[src/sv/wfha_pkg.sv]
package wfha_pkg;

    // region geometry
    localparam int HEAP_BYTES   = 4096;
    localparam int GROW_UNIT    = 32;
    localparam int HEADER_BYTES = 16;

    // widths
    localparam int ADDR_W = $clog2(HEAP_BYTES);   // header store index
    localparam int TOP_W  = ADDR_W + 1;           // heap top, 0 .. HEAP_BYTES
    localparam int PTR_W  = TOP_W + 1;            // walk pointer and sums
    localparam int SIZE_W = TOP_W;                // payload size in a header
    localparam int ENT_W  = SIZE_W + 1;           // occupied mark + size
    localparam int DATA_W = 32;
    localparam int REQ_W  = 12;
    localparam int OP_W   = 2;
    localparam int ST_W   = 2;

    // operation codes
    localparam logic [OP_W-1:0] OP_ALLOC   = 2'd0;
    localparam logic [OP_W-1:0] OP_RELEASE = 2'd1;
    localparam logic [OP_W-1:0] OP_CLEAR   = 2'd2;

    // status codes
    localparam logic [ST_W-1:0] ST_OK     = 2'd0;
    localparam logic [ST_W-1:0] ST_FAIL   = 2'd1;
    localparam logic [ST_W-1:0] ST_DOUBLE = 2'd2;

    typedef struct packed {
        logic [OP_W-1:0]   opcode;
        logic [REQ_W-1:0]  req_bytes;
        logic [DATA_W-1:0] release_addr;
    } wfha_req_t;

    typedef struct packed {
        logic [DATA_W-1:0] block_addr;
        logic [ST_W-1:0]   status;
    } wfha_rsp_t;

    typedef struct packed {
        logic              wr_en;
        logic [ADDR_W-1:0] wr_addr;
        logic [ENT_W-1:0]  wr_data;
        logic [ADDR_W-1:0] rd_addr;
    } wfha_mem_req_t;

endpackage

[src/sv/wfha_seq.sv]
module wfha_seq (
    input  logic                          clk,
    input  logic                          rst_n,
    input  logic                          req_valid,
    input  wfha_pkg::wfha_req_t           req,
    input  logic [wfha_pkg::DATA_W-1:0]   heap_base,
    output logic                          idle,
    output logic                          rsp_valid,
    input  logic                          rsp_ready,
    output wfha_pkg::wfha_rsp_t           rsp,
    output wfha_pkg::wfha_mem_req_t       mem_req,
    input  logic [wfha_pkg::ENT_W-1:0]    mem_rd_data
);
    import wfha_pkg::*;

    typedef enum logic [2:0] {
        S_IDLE,
        S_READ,
        S_EVAL,
        S_PLACE,
        S_WR_HEAD,
        S_WR_REST,
        S_DONE
    } state_t;

    state_t              state_reg, state_next;
    logic [PTR_W-1:0]    p_reg, p_next;
    logic [TOP_W-1:0]    heap_top_reg, heap_top_next;
    logic                found_reg, found_next;
    logic [ADDR_W-1:0]   best_reg, best_next;
    logic [SIZE_W-1:0]   best_size_reg, best_size_next;
    logic [REQ_W-1:0]    req_reg, req_next;
    logic [OP_W-1:0]     op_reg, op_next;
    logic [TOP_W-1:0]    off_reg, off_next;
    logic [DATA_W-1:0]   addr_reg, addr_next;
    logic [ST_W-1:0]     status_reg, status_next;

    logic                ent_occ;
    logic [SIZE_W-1:0]   ent_size;
    logic [PTR_W-1:0]    step;
    logic                more;
    logic                fits;
    logic [PTR_W-1:0]    req_up;
    logic [PTR_W-1:0]    grown;
    logic [PTR_W-1:0]    grow_end;
    logic                grow_fail;
    logic [SIZE_W-1:0]   diff;
    logic [PTR_W-1:0]    split_rest;
    logic                split;
    logic [DATA_W-1:0]   off32;
    logic                off_bad;
    logic [DATA_W-1:0]   blk_addr;
    logic                p_hit;
    logic                p_past;

    // header fields of the block under the walk pointer
    assign ent_occ  = mem_rd_data[ENT_W-1];
    assign ent_size = mem_rd_data[SIZE_W-1:0];

    // walk step: the shared pointer adder and its end compare
    assign step = p_reg + PTR_W'(HEADER_BYTES) + PTR_W'(ent_size);
    assign more = step < PTR_W'(heap_top_reg);

    // worst fit candidate test
    assign fits = !ent_occ && (ent_size >= SIZE_W'(req_reg))
                  && (!found_reg || (ent_size > best_size_reg));

    // heap growth when nothing fits
    assign req_up    = PTR_W'(req_reg) + PTR_W'(GROW_UNIT - 1);
    assign grown     = PTR_W'((req_up / GROW_UNIT) * GROW_UNIT);
    assign grow_end  = PTR_W'(heap_top_reg) + PTR_W'(HEADER_BYTES) + grown;
    assign grow_fail = grow_end > PTR_W'(HEAP_BYTES);

    // split of the chosen block
    assign diff       = best_size_reg - SIZE_W'(req_reg);
    assign split_rest = PTR_W'(best_reg) + PTR_W'(HEADER_BYTES) + PTR_W'(req_reg);
    assign split      = (diff > SIZE_W'(HEADER_BYTES)) && (split_rest < PTR_W'(HEAP_BYTES));

    // address translation
    assign off32    = req.release_addr - heap_base - DATA_W'(HEADER_BYTES);
    assign off_bad  = off32 >= DATA_W'(heap_top_reg);
    assign blk_addr = heap_base + DATA_W'(best_reg) + DATA_W'(HEADER_BYTES);
    assign p_hit    = p_reg == PTR_W'(off_reg);
    assign p_past   = p_reg > PTR_W'(off_reg);

    // header store port
    always_comb
    begin
        mem_req.rd_addr = p_reg[ADDR_W-1:0];
        mem_req.wr_en   = 1'b0;
        mem_req.wr_addr = p_reg[ADDR_W-1:0];
        mem_req.wr_data = {1'b0, ent_size};
        case (state_reg)
            S_EVAL:
            begin
                mem_req.wr_en = (op_reg == OP_RELEASE) && p_hit && ent_occ;
            end
            S_WR_HEAD:
            begin
                mem_req.wr_en   = 1'b1;
                mem_req.wr_addr = best_reg;
                mem_req.wr_data = {1'b1, split ? SIZE_W'(req_reg) : best_size_reg};
            end
            S_WR_REST:
            begin
                mem_req.wr_en   = 1'b1;
                mem_req.wr_addr = split_rest[ADDR_W-1:0];
                mem_req.wr_data = {1'b0, diff - SIZE_W'(HEADER_BYTES)};
            end
            default:
            begin
                mem_req.wr_en = 1'b0;
            end
        endcase
    end

    // sequencer next state
    always_comb
    begin
        state_next     = state_reg;
        p_next         = p_reg;
        heap_top_next  = heap_top_reg;
        found_next     = found_reg;
        best_next      = best_reg;
        best_size_next = best_size_reg;
        req_next       = req_reg;
        op_next        = op_reg;
        off_next       = off_reg;
        addr_next      = addr_reg;
        status_next    = status_reg;
        case (state_reg)
            S_IDLE:
            begin
                if (req_valid)
                begin
                    op_next     = req.opcode;
                    req_next    = req.req_bytes;
                    off_next    = off32[TOP_W-1:0];
                    p_next      = '0;
                    found_next  = 1'b0;
                    addr_next   = '0;
                    status_next = ST_FAIL;
                    state_next  = S_DONE;
                    case (req.opcode)
                        OP_ALLOC:
                        begin
                            if (req.req_bytes != '0)
                            begin
                                state_next = (heap_top_reg == '0) ? S_PLACE : S_READ;
                            end
                        end
                        OP_RELEASE:
                        begin
                            if (!off_bad)
                            begin
                                state_next = S_READ;
                            end
                        end
                        OP_CLEAR:
                        begin
                            heap_top_next = '0;
                            status_next   = ST_OK;
                        end
                        default:
                        begin
                            status_next = ST_FAIL;
                        end
                    endcase
                end
            end
            S_READ:
            begin
                state_next = S_EVAL;
            end
            S_EVAL:
            begin
                p_next     = step;
                state_next = more ? S_READ : S_PLACE;
                if (op_reg == OP_ALLOC)
                begin
                    if (fits)
                    begin
                        found_next     = 1'b1;
                        best_next      = p_reg[ADDR_W-1:0];
                        best_size_next = ent_size;
                    end
                end
                else if (p_hit)
                begin
                    status_next = ent_occ ? ST_OK : ST_DOUBLE;
                    state_next  = S_DONE;
                end
                else if (p_past || !more)
                begin
                    state_next = S_DONE;
                end
            end
            S_PLACE:
            begin
                if (found_reg)
                begin
                    state_next = S_WR_HEAD;
                end
                else if (grow_fail)
                begin
                    state_next = S_DONE;
                end
                else
                begin
                    best_next      = heap_top_reg[ADDR_W-1:0];
                    best_size_next = grown[SIZE_W-1:0];
                    heap_top_next  = grow_end[TOP_W-1:0];
                    state_next     = S_WR_HEAD;
                end
            end
            S_WR_HEAD:
            begin
                addr_next   = blk_addr;
                status_next = ST_OK;
                state_next  = split ? S_WR_REST : S_DONE;
            end
            S_WR_REST:
            begin
                state_next = S_DONE;
            end
            S_DONE:
            begin
                if (rsp_ready)
                begin
                    state_next = S_IDLE;
                end
            end
            default:
            begin
                state_next = S_IDLE;
            end
        endcase
    end

    // sequencer registers
    always_ff @(posedge clk or negedge rst_n)
    begin
        if (!rst_n)
        begin
            state_reg     <= S_IDLE;
            heap_top_reg  <= '0;
            found_reg     <= 1'b0;
            p_reg         <= '0;
            best_reg      <= '0;
            best_size_reg <= '0;
            req_reg       <= '0;
            op_reg        <= OP_ALLOC;
            off_reg       <= '0;
            addr_reg      <= '0;
            status_reg    <= ST_OK;
        end
        else
        begin
            state_reg     <= state_next;
            heap_top_reg  <= heap_top_next;
            found_reg     <= found_next;
            p_reg         <= p_next;
            best_reg      <= best_next;
            best_size_reg <= best_size_next;
            req_reg       <= req_next;
            op_reg        <= op_next;
            off_reg       <= off_next;
            addr_reg      <= addr_next;
            status_reg    <= status_next;
        end
    end

    assign idle           = state_reg == S_IDLE;
    assign rsp_valid      = state_reg == S_DONE;
    assign rsp.block_addr = addr_reg;
    assign rsp.status     = status_reg;

endmodule

[config.mk]
export PLATFORM = sky130hd
export DESIGN_NAME = wfha_seq
export DESIGN_NICKNAME = d
export VERILOG_FILES = /design/src/sv/wfha_pkg.sv /design/src/sv/wfha_seq.sv
export SDC_FILE = /design/constraint.sdc
export NUM_CORES = 1
export LEC_CHECK = 0
export ABC_AREA = 1
export BUFFER_PORTS_ARGS = -buffer_cell sky130_fd_sc_hd__buf_2
export CORE_ASPECT_RATIO = 1.25
export CORE_MARGIN = 5
export CORE_UTILIZATION = 50
export CTS_CLUSTER_DIAMETER = 60
export DETAILED_ROUTE_END_ITERATION = 8
export GPL_TIMING_DRIVEN = 0
export MAX_ROUTING_LAYER = met4
export PLACE_DENSITY = 0.66
export SYNTH_ARGS = -nofsm -noshare
export SYNTH_HDL_FRONTEND = slang
export SYNTH_SLANG_ARGS = --single-unit
export TNS_END_PERCENT = 100
[constraint.sdc]
create_clock -name clk -period 3.9 [get_ports clk]
set_input_delay 0.78 -clock clk [delete_from_list [all_inputs] [get_ports clk]]
set_output_delay 0.78 -clock clk [all_outputs]
set_load 0.05 [all_outputs]
==> results.md <==
* Outcome: finished, violations left
* Failing checks: setup timing
* Worst path top cell family by delay: simple AND/OR/NAND/NOR gates
* Hpwl dp at 39900 um
* Flops & latches, synth at 113
* Largest net degree at the start of global routing at 80
* Clk slew on worst S/H paths at 0.06 ns
* Slew HR at 41.0%
* Final WS setup at -0.182 ns
* Crit Path Class: flip-flop to output port
* TritonCTS clock tree: done
* Combinational power share at 74.7%
* Sw power at 8.74 mW
* Via count at 14770
* Initial drt markers at 893
* CP cell instances: inv_1 > ha_2 > inv_2 > fa_2 > nand3_2 > nand2_4 > xor2_4 > inv_2 > ha_4 > nand4_1 > nor2_1 > nand3_1 > nand2_2 > nand3_4 > buf_12 > a21oi_4 > nand2_1 > o2111ai_2 > buf_6
* I/O Pins at 171
* Placed instance count at 2626
* Worst-Margin Slew at 0.878 ns
* Number of synthesized flops with an enable pin at 0
* Crit path from: best_size_reg[0]
* Min-delay worst type: primary input to asynchronous set/reset pin
* Fin crit period at 4.08 ns
* # rows at 67
* CTS max path bufs at 2
* R2r worst-path depth at 28
* Initial antenna violation count at 1
* Max reg flops at 32
* GRT Overall Usage at 32.0%
* Post-Layout Cell Count at 2701
* Setup Slack @ Placement at -0.767 ns
* Starting Density at 51.0%
* Count of final hold-check violations at 0
* Reg2reg start: req_reg[0]
* Leakage at 9.29 nW
* Die H at 195 um
* Most used cell, CP: inv_2
* WP data arrival at 3.30 ns
* Final number of setup-violating endpoints at 16
* Cell variety after synth at 56
* Post-layout instance area at 0.0166 sq mm
* Setup TNS at -2.05 ns
* Port-buffer cells at 170
* CP max stage cell: dfrtp_1
* Synth Flop Type: dfrtp_1
* Drt drc at 0
* Worst-path fanout max at 7
* Final Cycle Share at 105%
* DRT Wirelength at 49200 um
* Power share of the sequential group at 14.8%
* Grt total ovfl at 0
* Ys Warns at 0
* Nets@finish at 2656
* Die Wd at 158 um
* Routed len/inst at 18.2 um
* Mapped Area at 0.0137 sq mm
* CTS Sinks at 113
* H-tree levels at 4
* Root Driver: clkbuf_16
* WP buf/inv at 5
* Unrepaired setup endpoints after global routing: true
* Type of destination of the critical path: output port
* RR Endpoint: best_size_reg[9]
* Startpoint types: flip-flop
* Post-synthesis sequential area ratio at 20.6%
* Syn Nets at 2424
* Max Slew Vio Count at 0
* Max Freq at 245 MHz
* Worst Clk Skew at 0.0101 ns
* Die ar. at 0.0309 sq mm
* Syn_area_per_cell at 6.50 sq um
* DR pass1 iterations at 5
* Clock power frac at 10.5%
* Synthesized instance count at 2110
* Sw Ratio at 56.7%
* Num CTS Buffers at 17
* CP peak stage delay at 0.39 ns
* CORE AREA at 0.0269 sq mm
* Async set-reset flop share out of synthesis at 100%
* Clk_lat worst skew at 0.43 ns
* First-pass GRT wire length at 75000 um
* Critical Path RT at 3.12 ns
* Vias per inst at 5.47
* Routed Antenna Nets at 0
* Vias in the first global route at 14340
* Placed Area at 0.0150 sq mm
* Share of layout cells above drive strength 1 at 18.2%
* P_int at 6.67 mW
* Synth-to-Final Area Change at 21.4%
* Post-CTS Hold Fix Bufs at 0
* RePlAce Congestion at 1.02
* VDD IR max at 0.654 mV
* PD cells at 925 mW/mm^2
* Worst R2R Setup Slack at 0.13 ns
* Max_cap viols at 0
how the worst max path moves through the flow:
stage | endpoint | slack, ns | cells past startpoint
final | mem_req[23] | -0.18 | 19
after global routing | mem_req[23] | -0.32 | 14
after CTS | mem_req[23] | -0.15 | 19
after detailed placement | state_reg[1] | -0.77 | 24
after global placement | state_reg[1] | -0.74 | 24
after floorplan | mem_req[16] | 0.14 | 16
power by group through the flow:
stage          Combinational, mW  Sequential (mW)  Clock [mW]
3_3_place_gp                10.0             2.26           0
2_1_floorplan               7.19             2.53           0
6_report                    11.5             2.28        1.62
3_5_place_dp                10.2             2.26           0
5_1_grt                     12.7             2.32        1.68
4_1_cts                     10.8             2.26        1.63
cells in the final DEF (no fill, tap or decap), types with 18 or more instances in the layout:
cell | Yosys | layout
nand3_1 | 104 | 101
nor2_1 | 150 | 142
buf_2 | 5 | 159
buf_6 | 0 | 18
dfrtp_1 | 113 | 108
nand4_1 | 26 | 26
a21oi_1 | 110 | 101
inv_1 | 388 | 372
o21ai_0 | 124 | 118
nand2_1 | 633 | 618
ha_1 | 212 | 187
xor2_1 | 37 | 32
buf_4 | 18 | 53
cell type report:
type / instances / area, sq um
multi-input combinational: 1561 / 9690
inverter: 393 / 1490
tap: 345 / 432
buffer: 43 / 272
clock inverter: 14 / 156
timing repair buffer: 213 / 1340
fill: 2630 / 10300
antenna: 1 / 2.50
sequential: 113 / 2830
clock buffer: 18 / 439
synthesized netlist by cell type (5+ instances only):
| library cell | n | share of area [%] |
|---|---|---|
| or2_2 | 5 | 0.23 |
| o21bai_1 | 7 | 0.38 |
| a31oi_1 | 6 | 0.27 |
| nand3_1 | 104 | 3.8 |
| nor3_1 | 18 | 0.66 |
| dfrtp_1 | 113 | 21 |
| nand2_2 | 6 | 0.27 |
| o2111ai_1 | 6 | 0.38 |
| xor2_1 | 37 | 2.4 |
| nand4_1 | 26 | 1.2 |
| a21oi_1 | 110 | 4.0 |
| nor2_1 | 150 | 4.1 |
| buf_2 | 5 | 0.18 |
| xnor2_1 | 10 | 0.64 |
| ha_1 | 212 | 19 |
| nand3b_1 | 9 | 0.49 |
| and2_1 | 5 | 0.23 |
| nand2_1 | 633 | 17 |
| inv_1 | 388 | 11 |
| clkbuf_1 | 17 | 0.47 |
| o31ai_1 | 5 | 0.27 |
| o21ai_1 | 6 | 0.22 |
| o21ai_2 | 7 | 0.45 |
| a21oi_2 | 5 | 0.32 |
| o21ai_0 | 124 | 4.5 |
| nor4_1 | 7 | 0.32 |
| o221ai_1 | 11 | 0.70 |
| nand3_2 | 6 | 0.44 |
| buf_4 | 18 | 0.99 |
| fa_1 | 6 | 0.88 |
through the flow:
step                util (%)  total power [mW]  hold WS (ns)
floorplan                  -              9.72         0.453
detailed placement      55.9              12.4         0.465
global route            61.9              16.7         0.285
finish                  61.9              15.4         0.266
global placement        55.7              12.3         0.462
CTS                     59.7              14.7         0.267
kinds of logic (layout without fill, tap and decap cells):
kind of cell,count (synthesis),count (layout),share of synthesized area [%]
buf+inv,436,681,12.6
flops,113,113,20.6
compound gates,315,315,13.4
xor+xnor,48,48,3.20
simple gates,980,980,30.0
fa+ha+maj,218,218,20.2
other cells,0,1,0
repair_timing:
item	CTS	global route
pin swaps	14	42
cloned	1	3
buffers inserted	15	23
resized for setup	82	95
setup endpoints to repair	51	59
routing by layer:
layer  wire length [um]  share of wire [%]  vias up  GRT usage [%]
li1                   -                  -     7235              -
met1              18800                 38     6826           35.7
met2              24700                 50      564           56.8
met3               2800                5.7      145           3.19
met4               2900                5.9        0           14.9
met5                  0                  0        -              -
No activity file was read; power rests on OpenSTA's default activity.
